$ cat config.mk
export PLATFORM = sky130hd
export DESIGN_NAME = double_ended_queue
export DESIGN_NICKNAME = d
export VERILOG_FILES = /design/src/dq_pkg.sv /design/src/dq_front.sv /design/src/dq_cmd_fifo.sv /design/src/dq_back.sv /design/src/double_ended_queue.sv
export SDC_FILE = /design/constraint.sdc
export NUM_CORES = 1
export LEC_CHECK = 0
export ABC_AREA = 1
export ABC_CLOCK_PERIOD_IN_PS = 7600
export BUFFER_PORTS_ARGS = -buffer_cell sky130_fd_sc_hd__buf_2
export CAP_MARGIN = 20
export CELL_PAD_IN_SITES_DETAIL_PLACEMENT = 0
export CELL_PAD_IN_SITES_GLOBAL_PLACEMENT = 1
export CORE_UTILIZATION = 54
export DETAILED_ROUTE_END_ITERATION = 10
export PLACE_DENSITY_LB_ADDON = 0.1
export SLEW_MARGIN = 30
export SYNTH_ARGS = -nofsm -noshare
export SYNTH_HDL_FRONTEND = slang
export SYNTH_HIERARCHICAL = 1
export SYNTH_SLANG_ARGS = --single-unit
export TNS_END_PERCENT = 5
$ cat constraint.sdc
create_clock -name clk -period 7.6 [get_ports clk]
set_input_delay 0.76 -clock clk [delete_from_list [all_inputs] [get_ports clk]]
set_output_delay 0.76 -clock clk [all_outputs]
set_load 0.03 [all_outputs]
$ cat src/dq_pkg.sv
// Shared types and constants for the double-ended queue.
package dq_pkg;

    // Default number of slots in the element store
    localparam int DQ_CAPACITY = 16;

    // Depth of the command queue between front end and back end
    localparam int CMD_FIFO_DEPTH = 2;

    localparam int VALUE_W = 32;

    // Request codes as they arrive on the request channel
    localparam logic [2:0] REQ_PUSH_FRONT = 3'd0;
    localparam logic [2:0] REQ_PUSH_REAR  = 3'd1;
    localparam logic [2:0] REQ_POP_FRONT  = 3'd2;
    localparam logic [2:0] REQ_POP_REAR   = 3'd3;
    localparam logic [2:0] REQ_LIST       = 3'd4;

    // Decoded operation carried to the back end
    typedef enum logic [2:0] {
        OP_PUSH_FRONT,
        OP_PUSH_REAR,
        OP_POP_FRONT,
        OP_POP_REAR,
        OP_LIST
    } op_t;

    // Result status codes
    typedef enum logic [1:0] {
        ST_OK,
        ST_EMPTY,
        ST_FULL
    } status_t;

    // Back-end sequencer states
    typedef enum logic [1:0] {
        BK_IDLE,
        BK_POP,
        BK_LIST
    } bk_state_t;

    typedef struct packed {
        logic [2:0]                req_type;
        logic signed [VALUE_W-1:0] push_value;
    } req_t;

    typedef struct packed {
        status_t                   status;
        logic signed [VALUE_W-1:0] item_value;
        logic                      last_of_run;
    } rsp_t;

    typedef struct packed {
        op_t                       op;
        logic signed [VALUE_W-1:0] value;
    } cmd_t;

endpackage

$ cat src/dq_front.sv
// Request front end: accepts transactions, decodes them, drops unknown codes.
module dq_front (
    input  logic          clk,
    input  logic          rst_n,
    input  logic          req_valid,
    output logic          req_stall,
    input  dq_pkg::req_t  req,
    output logic          cmd_push,
    output dq_pkg::cmd_t  cmd,
    input  logic          cmd_full
);
    import dq_pkg::*;

    logic  front_valid_reg;
    logic  front_valid_next;
    cmd_t  front_cmd_reg;
    logic  known;
    op_t   dec_op;

    // Decode request code
    always_comb
    begin
        known  = 1'b1;
        dec_op = OP_LIST;
        case (req.req_type)
            REQ_PUSH_FRONT: dec_op = OP_PUSH_FRONT;
            REQ_PUSH_REAR:  dec_op = OP_PUSH_REAR;
            REQ_POP_FRONT:  dec_op = OP_POP_FRONT;
            REQ_POP_REAR:   dec_op = OP_POP_REAR;
            REQ_LIST:       dec_op = OP_LIST;
            default:        known  = 1'b0;
        endcase
    end

    // Holding register stalls only when it is full and the queue is full
    assign req_stall = front_valid_reg && cmd_full;
    assign cmd_push  = front_valid_reg && !cmd_full;
    assign cmd       = front_cmd_reg;

    always_comb
    begin
        front_valid_next = front_valid_reg;
        if (!req_stall)
        begin
            front_valid_next = req_valid && known;
        end
    end

    always_ff @(posedge clk or negedge rst_n)
    begin
        if (!rst_n)
        begin
            front_valid_reg <= 1'b0;
        end
        else
        begin
            front_valid_reg <= front_valid_next;
        end
    end

    // Payload capture, no reset needed
    always_ff @(posedge clk)
    begin
        if (req_valid && !req_stall)
        begin
            front_cmd_reg.op    <= dec_op;
            front_cmd_reg.value <= req.push_value;
        end
    end

endmodule

$ cat src/dq_cmd_fifo.sv
// Short command queue between the front end and the back end.
module dq_cmd_fifo (
    input  logic          clk,
    input  logic          rst_n,
    input  logic          push,
    input  dq_pkg::cmd_t  push_cmd,
    output logic          full,
    input  logic          pop,
    output logic          not_empty,
    output dq_pkg::cmd_t  head
);
    import dq_pkg::*;

    localparam int PTR_W = (CMD_FIFO_DEPTH > 1) ? $clog2(CMD_FIFO_DEPTH) : 1;
    localparam int CNT_W = $clog2(CMD_FIFO_DEPTH + 1);

    cmd_t             entry_reg [CMD_FIFO_DEPTH];
    logic [PTR_W-1:0] wr_ptr_reg;
    logic [PTR_W-1:0] wr_ptr_next;
    logic [PTR_W-1:0] rd_ptr_reg;
    logic [PTR_W-1:0] rd_ptr_next;
    logic [CNT_W-1:0] fill_reg;
    logic [CNT_W-1:0] fill_next;
    logic             do_push;
    logic             do_pop;

    assign full      = (fill_reg == CNT_W'(CMD_FIFO_DEPTH));
    assign not_empty = (fill_reg != '0);
    assign head      = entry_reg[rd_ptr_reg];
    assign do_push   = push && !full;
    assign do_pop    = pop && not_empty;

    // Pointer and fill updates
    always_comb
    begin
        wr_ptr_next = wr_ptr_reg;
        rd_ptr_next = rd_ptr_reg;
        fill_next   = fill_reg;
        if (do_push)
        begin
            wr_ptr_next = (wr_ptr_reg == PTR_W'(CMD_FIFO_DEPTH - 1)) ? '0
                                                                    : wr_ptr_reg + 1'b1;
        end
        if (do_pop)
        begin
            rd_ptr_next = (rd_ptr_reg == PTR_W'(CMD_FIFO_DEPTH - 1)) ? '0
                                                                    : rd_ptr_reg + 1'b1;
        end
        if (do_push && !do_pop)
        begin
            fill_next = fill_reg + 1'b1;
        end
        else if (do_pop && !do_push)
        begin
            fill_next = fill_reg - 1'b1;
        end
    end

    always_ff @(posedge clk or negedge rst_n)
    begin
        if (!rst_n)
        begin
            wr_ptr_reg <= '0;
            rd_ptr_reg <= '0;
            fill_reg   <= '0;
        end
        else
        begin
            wr_ptr_reg <= wr_ptr_next;
            rd_ptr_reg <= rd_ptr_next;
            fill_reg   <= fill_next;
        end
    end

    // Entry storage
    always_ff @(posedge clk)
    begin
        if (do_push)
        begin
            entry_reg[wr_ptr_reg] <= push_cmd;
        end
    end

endmodule

$ cat src/dq_back.sv
// Back end: element store, front index and count, result sequencing.
module dq_back #(
    parameter int CAPACITY = dq_pkg::DQ_CAPACITY
) (
    input  logic          clk,
    input  logic          rst_n,
    input  logic          cmd_valid,
    input  dq_pkg::cmd_t  cmd,
    output logic          cmd_pop,
    output logic          rsp_valid,
    input  logic          rsp_stall,
    output dq_pkg::rsp_t  rsp
);
    import dq_pkg::*;

    localparam int IDX_W = $clog2(CAPACITY);
    localparam int CNT_W = $clog2(CAPACITY + 1);
    localparam int SUM_W = IDX_W + 1;

    // Slot store
    logic [VALUE_W-1:0] mem [CAPACITY];
    logic [VALUE_W-1:0] rd_data_reg;

    bk_state_t          state_reg;
    bk_state_t          state_next;
    logic [IDX_W-1:0]   front_reg;
    logic [IDX_W-1:0]   front_next;
    logic [CNT_W-1:0]   count_reg;
    logic [CNT_W-1:0]   count_next;
    logic [IDX_W-1:0]   walk_reg;
    logic [IDX_W-1:0]   walk_next;
    logic               out_valid_reg;
    rsp_t               out_data_reg;
    rsp_t               out_data_next;
    logic               out_load;
    logic               out_free;

    logic               wr_en;
    logic [IDX_W-1:0]   wr_addr;
    logic               rd_en;
    logic [IDX_W-1:0]   rd_addr;

    logic               is_full;
    logic               is_empty;
    logic [SUM_W-1:0]   front_ext;
    logic [SUM_W-1:0]   count_ext;
    logic [IDX_W-1:0]   front_dec;
    logic [IDX_W-1:0]   front_inc;
    logic [IDX_W-1:0]   rear_slot;
    logic [IDX_W-1:0]   last_slot;
    logic [IDX_W-1:0]   walk_slot;
    logic               walk_last;
    logic               is_push;

    // Fold a sum below twice the capacity back into the slot range
    function automatic logic [IDX_W-1:0] wrap_slot(input logic [SUM_W-1:0] pos);
        logic [SUM_W-1:0] cap_w;
        cap_w = SUM_W'(CAPACITY);
        return (pos >= cap_w) ? IDX_W'(pos - cap_w) : IDX_W'(pos);
    endfunction

    // Slot arithmetic
    assign is_full   = (count_reg == CNT_W'(CAPACITY));
    assign is_empty  = (count_reg == '0);
    assign front_ext = SUM_W'(front_reg);
    assign count_ext = SUM_W'(count_reg);
    assign front_dec = (front_reg == '0) ? IDX_W'(CAPACITY - 1) : front_reg - 1'b1;
    assign front_inc = wrap_slot(front_ext + 1'b1);
    assign rear_slot = wrap_slot(front_ext + count_ext);
    assign last_slot = wrap_slot(front_ext + count_ext - 1'b1);
    assign walk_slot = wrap_slot(front_ext + SUM_W'(walk_reg) + 1'b1);
    assign walk_last = ((CNT_W'(walk_reg) + 1'b1) == count_reg);
    assign is_push   = (cmd.op == OP_PUSH_FRONT) || (cmd.op == OP_PUSH_REAR);

    assign out_free  = !out_valid_reg || !rsp_stall;
    assign rsp_valid = out_valid_reg;
    assign rsp       = out_data_reg;

    // Next state
    always_comb
    begin
        state_next = state_reg;
        case (state_reg)
            BK_IDLE:
            begin
                if (cmd_valid && out_free && !is_empty)
                begin
                    if ((cmd.op == OP_POP_FRONT) || (cmd.op == OP_POP_REAR))
                    begin
                        state_next = BK_POP;
                    end
                    else if (cmd.op == OP_LIST)
                    begin
                        state_next = BK_LIST;
                    end
                end
            end
            BK_POP:
            begin
                if (out_free)
                begin
                    state_next = BK_IDLE;
                end
            end
            BK_LIST:
            begin
                if (out_free && walk_last)
                begin
                    state_next = BK_IDLE;
                end
            end
            default: state_next = BK_IDLE;
        endcase
    end

    // Datapath control and result formation
    always_comb
    begin
        cmd_pop       = 1'b0;
        wr_en         = 1'b0;
        wr_addr       = front_reg;
        rd_en         = 1'b0;
        rd_addr       = front_reg;
        front_next    = front_reg;
        count_next    = count_reg;
        walk_next     = walk_reg;
        out_load      = 1'b0;
        out_data_next.status      = ST_OK;
        out_data_next.item_value  = '0;
        out_data_next.last_of_run = 1'b1;
        case (state_reg)
            BK_IDLE:
            begin
                if (cmd_valid && out_free)
                begin
                    cmd_pop = 1'b1;
                    case (cmd.op)
                        OP_PUSH_FRONT, OP_PUSH_REAR:
                        begin
                            out_load                 = 1'b1;
                            out_data_next.item_value = cmd.value;
                            if (is_full)
                            begin
                                out_data_next.status = ST_FULL;
                            end
                            else
                            begin
                                wr_en      = 1'b1;
                                count_next = count_reg + 1'b1;
                                if (cmd.op == OP_PUSH_FRONT)
                                begin
                                    wr_addr    = front_dec;
                                    front_next = front_dec;
                                end
                                else
                                begin
                                    wr_addr = rear_slot;
                                end
                            end
                        end
                        OP_POP_FRONT, OP_POP_REAR:
                        begin
                            if (is_empty)
                            begin
                                out_load             = 1'b1;
                                out_data_next.status = ST_EMPTY;
                            end
                            else
                            begin
                                rd_en      = 1'b1;
                                count_next = count_reg - 1'b1;
                                if (cmd.op == OP_POP_FRONT)
                                begin
                                    rd_addr    = front_reg;
                                    front_next = front_inc;
                                end
                                else
                                begin
                                    rd_addr = last_slot;
                                end
                            end
                        end
                        OP_LIST:
                        begin
                            if (is_empty)
                            begin
                                out_load             = 1'b1;
                                out_data_next.status = ST_EMPTY;
                            end
                            else
                            begin
                                rd_en     = 1'b1;
                                rd_addr   = front_reg;
                                walk_next = '0;
                            end
                        end
                        default: cmd_pop = 1'b1;
                    endcase
                end
            end
            BK_POP:
            begin
                if (out_free)
                begin
                    out_load                 = 1'b1;
                    out_data_next.item_value = rd_data_reg;
                end
            end
            BK_LIST:
            begin
                if (out_free)
                begin
                    out_load                  = 1'b1;
                    out_data_next.item_value  = rd_data_reg;
                    out_data_next.last_of_run = walk_last;
                    if (!walk_last)
                    begin
                        rd_en     = 1'b1;
                        rd_addr   = walk_slot;
                        walk_next = walk_reg + 1'b1;
                    end
                end
            end
            default: cmd_pop = 1'b0;
        endcase
    end

    // Control registers
    always_ff @(posedge clk or negedge rst_n)
    begin
        if (!rst_n)
        begin
            state_reg     <= BK_IDLE;
            front_reg     <= '0;
            count_reg     <= '0;
            walk_reg      <= '0;
            out_valid_reg <= 1'b0;
        end
        else
        begin
            state_reg <= state_next;
            front_reg <= front_next;
            count_reg <= count_next;
            walk_reg  <= walk_next;
            if (out_load)
            begin
                out_valid_reg <= 1'b1;
            end
            else if (!rsp_stall)
            begin
                out_valid_reg <= 1'b0;
            end
        end
    end

    // Result payload register
    always_ff @(posedge clk)
    begin
        if (out_load)
        begin
            out_data_reg <= out_data_next;
        end
    end

    // Store: one write port, one registered read port
    always_ff @(posedge clk)
    begin
        if (wr_en)
        begin
            mem[wr_addr] <= cmd.value;
        end
        if (rd_en)
        begin
            rd_data_reg <= mem[rd_addr];
        end
    end

    // Checks
    a_count_bound: assert property (@(posedge clk) disable iff (!rst_n)
        count_reg <= CNT_W'(CAPACITY))
        else $error("entry count above capacity");

    a_walk_bound: assert property (@(posedge clk) disable iff (!rst_n)
        (state_reg == BK_LIST) |-> (CNT_W'(walk_reg) < count_reg))
        else $error("listing walk past held entries");

    a_full_flag: assert property (@(posedge clk) disable iff (!rst_n)
        (out_load && (out_data_next.status == ST_FULL)) |-> is_full)
        else $error("full status without a full store");

    a_push_count: assert property (@(posedge clk) disable iff (!rst_n)
        ((state_reg == BK_IDLE) && cmd_pop && is_push && !is_full)
        |=> (count_reg == $past(count_reg) + 1'b1))
        else $error("accepted push did not grow the count");

endmodule

$ cat src/double_ended_queue.sv
// Top level of the bounded double-ended queue.
// A bounded deque of signed 32-bit values held in a circular store of CAPACITY
// slots. Requests enter on the req channel and are decoded by a front end into a
// two-entry command queue; a back end executes them against the store and
// returns results on the rsp channel through an output register, so a waiting
// result never blocks request intake until the command queue fills. Unknown
// request codes are accepted and produce no result. In the back end, a push is
// answered straight from the command, a pop goes through a registered read of
// the store, and a listing returns one result per cycle after the first read
// while the rsp channel is not stalled; empty pops and empty listings are
// answered straight away. The store's single read port sets the listing rate.
// The store needs no clearing after reset: only counted entries are ever read.
module double_ended_queue #(
    parameter int CAPACITY = dq_pkg::DQ_CAPACITY
) (
    input  logic          clk,
    input  logic          rst_n,
    input  logic          req_valid,
    output logic          req_stall,
    input  dq_pkg::req_t  req,
    output logic          rsp_valid,
    input  logic          rsp_stall,
    output dq_pkg::rsp_t  rsp
);
    import dq_pkg::*;

    logic  fe_push;
    cmd_t  fe_cmd;
    logic  q_full;
    logic  q_not_empty;
    cmd_t  q_head;
    logic  be_pop;

    dq_front u_front (
        .clk       (clk),
        .rst_n     (rst_n),
        .req_valid (req_valid),
        .req_stall (req_stall),
        .req       (req),
        .cmd_push  (fe_push),
        .cmd       (fe_cmd),
        .cmd_full  (q_full)
    );

    dq_cmd_fifo u_cmd_fifo (
        .clk       (clk),
        .rst_n     (rst_n),
        .push      (fe_push),
        .push_cmd  (fe_cmd),
        .full      (q_full),
        .pop       (be_pop),
        .not_empty (q_not_empty),
        .head      (q_head)
    );

    dq_back #(
        .CAPACITY (CAPACITY)
    ) u_back (
        .clk       (clk),
        .rst_n     (rst_n),
        .cmd_valid (q_not_empty),
        .cmd       (q_head),
        .cmd_pop   (be_pop),
        .rsp_valid (rsp_valid),
        .rsp_stall (rsp_stall),
        .rsp       (rsp)
    );

endmodule
# Yosys cells after proc, flatten, opt, wreduce, memory -nomap -nowiden
# Memories as Yosys holds them, arrays and structs flattened. A register that Yosys moved wholly into a read port is not among the register bits.
# Index checks and enable logic that the tools add are counted.
[word_totals]
regBits = 91
ram_bits = 582
input_bits = 39
out_inout_bits = 37
elab_cells = 179
mem_count = 2
[mem_list]
columns = ["name", "words", "width", "read_ports", "rd_ports_with_merged_regs", "wr", "line", "source"]
rows = [
  ["u_back.mem", 16, 32, 1, 1, 1, "dq_back.sv:21", "logic [VALUE_W-1:0] mem [CAPACITY];"],
  ["u_cmd_fifo.entry_reg", 2, 35, 1, 0, 1, "dq_cmd_fifo.sv:17", "cmd_t entry_reg [CMD_FIFO_DEPTH];"],
]
[classes]
n_addsub = 18
n_lt_le_gt_ge = 4
n_eq_ne = 27
n_mux = 74
n_reduce_logical = 40
[ops]
columns = ["op", "n"]
rows = [
  ["$mux 4", 25],
  ["$mux 32", 3],
  ["$pmux 32 s3", 1],
  ["$mux 33", 1],
  ["$mux 1", 24],
  ["$pmux 4 s2", 3],
  ["$ge 5x5->1 const B", 4],
  ["$sub 4x1->4 const B", 5],
  ["$ne 2x1->1 const B", 9],
  ["$mux 2", 8],
  ["$eq 3x2->1 const B", 4],
  ["$pmux 3 s4", 1],
  ["$logic_and 1x1->1", 11],
  ["$add 4x1->5 const B", 2],
  ["$add 5x1->5 const B", 2],
  ["$mux 5", 2],
  ["$pmux 5 s2", 1],
  ["$sub 5x1->5 const B", 2],
  ["$ne 2x2->1 const B", 4],
  ["$reduce_bool 2->1", 4],
  ["$logic_not 1->1", 7],
  ["$reduce_and 7->1", 1],
  ["$eq 3x1->1 const B", 2],
  ["$eq 3x3->1 const B", 2],
  ["other kinds (26)", 35],
]

# Longest topological paths before layout
[logic_depth]
depth_word = 9
depth_mapped = 21
depth_no_buf = 17

# Hierarchy
# Netlist, hierarchy kept.
[modules_own_cells]
columns = ["mod", "instances", "cells_per_inst", "area_each_um2", "seq_area_each_um2"]
rows = [
  ["dq_back", 1, 2478, 26412.8, 17787.1],
  ["dq_cmd_fifo", 1, 214, 2846.5, 2202.1],
  ["dq_front", 1, 50, 1129.8, 1076.0],
]

# Least setup slack after synthesis
# OpenSTA, ideal clock, no wires.
[synth_path]
kind = "input to register"
from = "in rsp_stall"
to = "mem u_back.mem[10][0] (enable)"
setup_time_ns = 0.421
arrival_time_ns = 3.456
t_required_ns = 7.179
setup_slack_ns = 3.723
stages = 13
path_buffers = 0
cell_sequence = "nand2_2 > inv_2 > nor2_2 > nand2_1 > nor2_2 > inv_1 > nor2_1 > inv_1 > a21oi_1 > o21ai_0 > o21ai_0 > nand2_1 > nor2_1"
[synth_via]
elab_chain_cells = 7
elab_cells_between_ends = 9
cone_classes = "mux: 6; reduce/logical: 3"
[synth_lines]
columns = ["item", "line", "source"]
rows = [
  ["start, declared", "double_ended_queue.sv:22", "input logic rsp_stall,"],
  ["$logic_not 1->1 (*)", "dq_back.sv:75", "assign out_free = !out_valid_reg || !rsp_stall;"],
  ["$logic_or 1x1->1 (*)", "dq_back.sv:75", ""],
  ["$logic_and 1x1->1 (*)", "dq_back.sv:134", "if (cmd_valid && out_free)"],
  ["$mux 1", "dq_back.sv:134", ""],
  ["$mux 1", "dq_back.sv:131", "case (state_reg)"],
  ["$mux 1", "dq_back.sv:268", "if (wr_en)"],
  ["$mux 1 (not written as such)", "dq_back.sv:270", "mem[wr_addr] <= cmd.value;"],
  ["end, declared", "dq_back.sv:21", ""],
]
# Mark *: on every way between the ends. The rest lies on a longest branch, timed or not.

==> impl_metrics.json <==
{
  "r2r_end": "u_back/mem[14][14]$_DFFE_PP_",
  "io_pins": 76,
  "rsz0062_at_grt": "false",
  "crit_family": "simple AND/OR/NAND/NOR gates",
  "nNetsFinal": 2848,
  "min_period_ps": 4620,
  "syn_nets": 2803,
  "syn_inst": 2742,
  "place_congestion": 0.853,
  "hp-class": "in2async",
  "grt.overflow.total": 0,
  "postCtsHoldBufs": 0,
  "area_growth_pct": 12.2,
  "fin_skew_ps": 24.1,
  "mappedNetlistArea_mm2": 0.0304,
  "crit_buf_inv": 7,
  "ff_latch_area_mm2": 0.0211,
  "synth-main-ff-cell": "edfxtp_1",
  "slew_viol_final": 0,
  "grt_pass1_wl_um": 116000,
  "yosys_warnings": 6,
  "cts_tree": "built",
  "worst_ep_arrival_time_ps": 4920,
  "async_flop_share_pct": 2.98,
  "detailed_place_hpwl_um": 43700,
  "start_util_pct": 54.9,
  "maxCapViolations": 0,
  "reg2regPathDepth": 17,
  "wire_per_inst_um": 21.1,
  "synth-seq-area-share_pct": 69.3,
  "viasPerCell": 5.61,
  "cp_cell_sequence": "buf_4, inv_8, nand2_2, nand2_1, nor2_1, inv_1, nor2_4, buf_4, inv_1, nor2_1, inv_1, a21oi_1, o21ai_0, o21ai_0, nand2_1, nor2_4, buf_4",
  "synth_edf_count": 684,
  "ff2ff_setup_slack_ps": 2980,
  "layout-drive-gt1-share_pct": 10.2,
  "vias": 20159,
  "layout_common_cells": "nand2_1, edfxtp_1, nand3_1, inv_1, clkbuf_16",
  "worst-path-max-fanout": 36,
  "cp-end-kind": "flop",
  "drt_pass1_iterations": 6,
  "dieWidth_um": 239,
  "n_fill_cell": 4470,
  "numCtsBuffers": 74,
  "slew_headroom_pct": 33.5,
  "drcViolationCount": 0,
  "synth_seq_cells": 705,
  "cts-htree-levels": 3,
  "drtIter0Drc": 2166,
  "max_clock_freq_mhz": 217,
  "worstMarginPinSlew_ps": 997,
  "setup_viol": 0,
  "multi_input_area_mm2": 0.00744,
  "worst_path_max_delay_cell": "nor2_4",
  "slowest_delay_ps": 800,
  "grt.total_usage_pct": 27.3,
  "cts-root-buf": "clkbuf_16",
  "cts_resized": 0,
  "yosysUniqueCellTypes": 37,
  "antenna_found_initial": 1,
  "die_y_um": 239,
  "portBuffers": 75,
  "largest_reg_flops": 512,
  "rows": 86,
  "outcome": "finished clean",
  "post-route-period-util_pct": 60.7,
  "die_area_mm2": 0.0572,
  "clkSinkCount": 705,
  "core_area_mm2": 0.0553,
  "critPathLaunchType": "flop",
  "final-hold-violation-count": 0,
  "final_common_cell": "nand2_1",
  "post_cts_buffers": 0,
  "clock_path_buffers": 3,
  "r2r-start": "u_cmd_fifo/rd_ptr_reg$_DFFE_PN0P_",
  "critPathKind": "reg2reg",
  "grt_pass1_vias": 19291,
  "required_ps": 7910,
  "fin_setup_tns_ps": 0,
  "clk_latency_ps": 620,
  "ant_nets": 0,
  "routed_wl_um": 75800,
  "clkTransAtPathRegs_ps": 60,
  "grt_max_degree": 170,
  "synth.avg_cell_area_um2": 11.1
}
## worst register-to-register path: cells and delay by family, from the launching register on
family | cells | cell delay [ps]
flops | 1 | 350
compound gates | 3 | 390
buf+inv | 7 | 1720
simple gates | 7 | 1870
## cell usage after synthesis (all sizes together) (11+ instances only)
cell type / instances / area [um^2]
a21oi: 48 / 244
buf: 110 / 754
clkbuf: 47 / 178
dfrtp: 21 / 526
edfxtp: 684 / 20500
ha: 19 / 238
inv: 310 / 1170
nand2: 758 / 2890
nand3: 630 / 3170
nor2: 51 / 206
o21ai: 20 / 104
xor2: 11 / 96.3
## metal layers
metal	vias to the layer above	wire length [um]	track usage, %
met5	-	0	0
met1	9846	32600	39.4
li1	9409	-	-
met2	778	35000	41.9
met3	126	6160	4.93
met4	0	2020	9.13
## how the worst max path moves through the flow
| stage | start | endpoint | cells past startpoint | slack, ps |
|---|---|---|---|---|
| detailed placement | rsp_stall | u_back/mem[15][20]$_DFFE_PP_ | 16 | 2460 |
| global route | u_cmd_fifo/rd_ptr_reg$_DFFE_PN0P_ | u_back/mem[15][20]$_DFFE_PP_ | 17 | 2700 |
| finish | u_cmd_fifo/rd_ptr_reg$_DFFE_PN0P_ | u_back/mem[14][14]$_DFFE_PP_ | 17 | 2980 |
| CTS | u_back/rsp_valid$_DFFE_PN0P_ | u_back/mem[15][20]$_DFFE_PP_ | 15 | 2920 |
| floorplan | rsp_stall | u_back/mem[10][0]$_DFFE_PP_ | 13 | 3720 |
| global placement | rsp_stall | u_back/mem[11][17]$_DFFE_PP_ | 16 | 2240 |
## through the flow
| stage | instances | util [%] | hold slack [ps] | area [um^2] | setup WS, ps |
|---|---|---|---|---|---|
| floorplan | 2742 | - | 421 | 30400 | 3720 |
| global placement | 3443 | 56.6 | 422 | 31300 | 2240 |
| detailed placement | 3459 | 57.4 | 430 | 31700 | 2460 |
| CTS | 3593 | 61.6 | 126 | 34100 | 2920 |
| global route | 3593 | 61.6 | 161 | 34100 | 2700 |
| finish | 3594 | 61.6 | 133 | 34100 | 2980 |
## final cells by class
type	count	area share, %
Multi-Input combinational cell	1570	21.8
Clock inverter	40	0.965
Antenna cell	1	0.00734
Sequential cell	705	61.8
Timing Repair Buffer	126	3.33
Tap cell	748	2.75
Inverter	310	3.45
Clock buffer	94	5.87
## kinds of logic (layout without fill, tap and decap cells)
kind of cell | after synthesis | count (layout) | synth area share, %
other cells | 0 | 1 | 0
flops | 705 | 705 | 69.3
buf+inv | 467 | 570 | 6.92
compound gates | 79 | 79 | 1.41
fa+ha+maj | 22 | 22 | 0.980
xor+xnor | 15 | 15 | 0.432
simple gates | 1454 | 1454 | 20.9
Power is left out: the tool's default activity adds up to more than one toggle a clock period on the data nets, which glitch-free logic cannot reach.
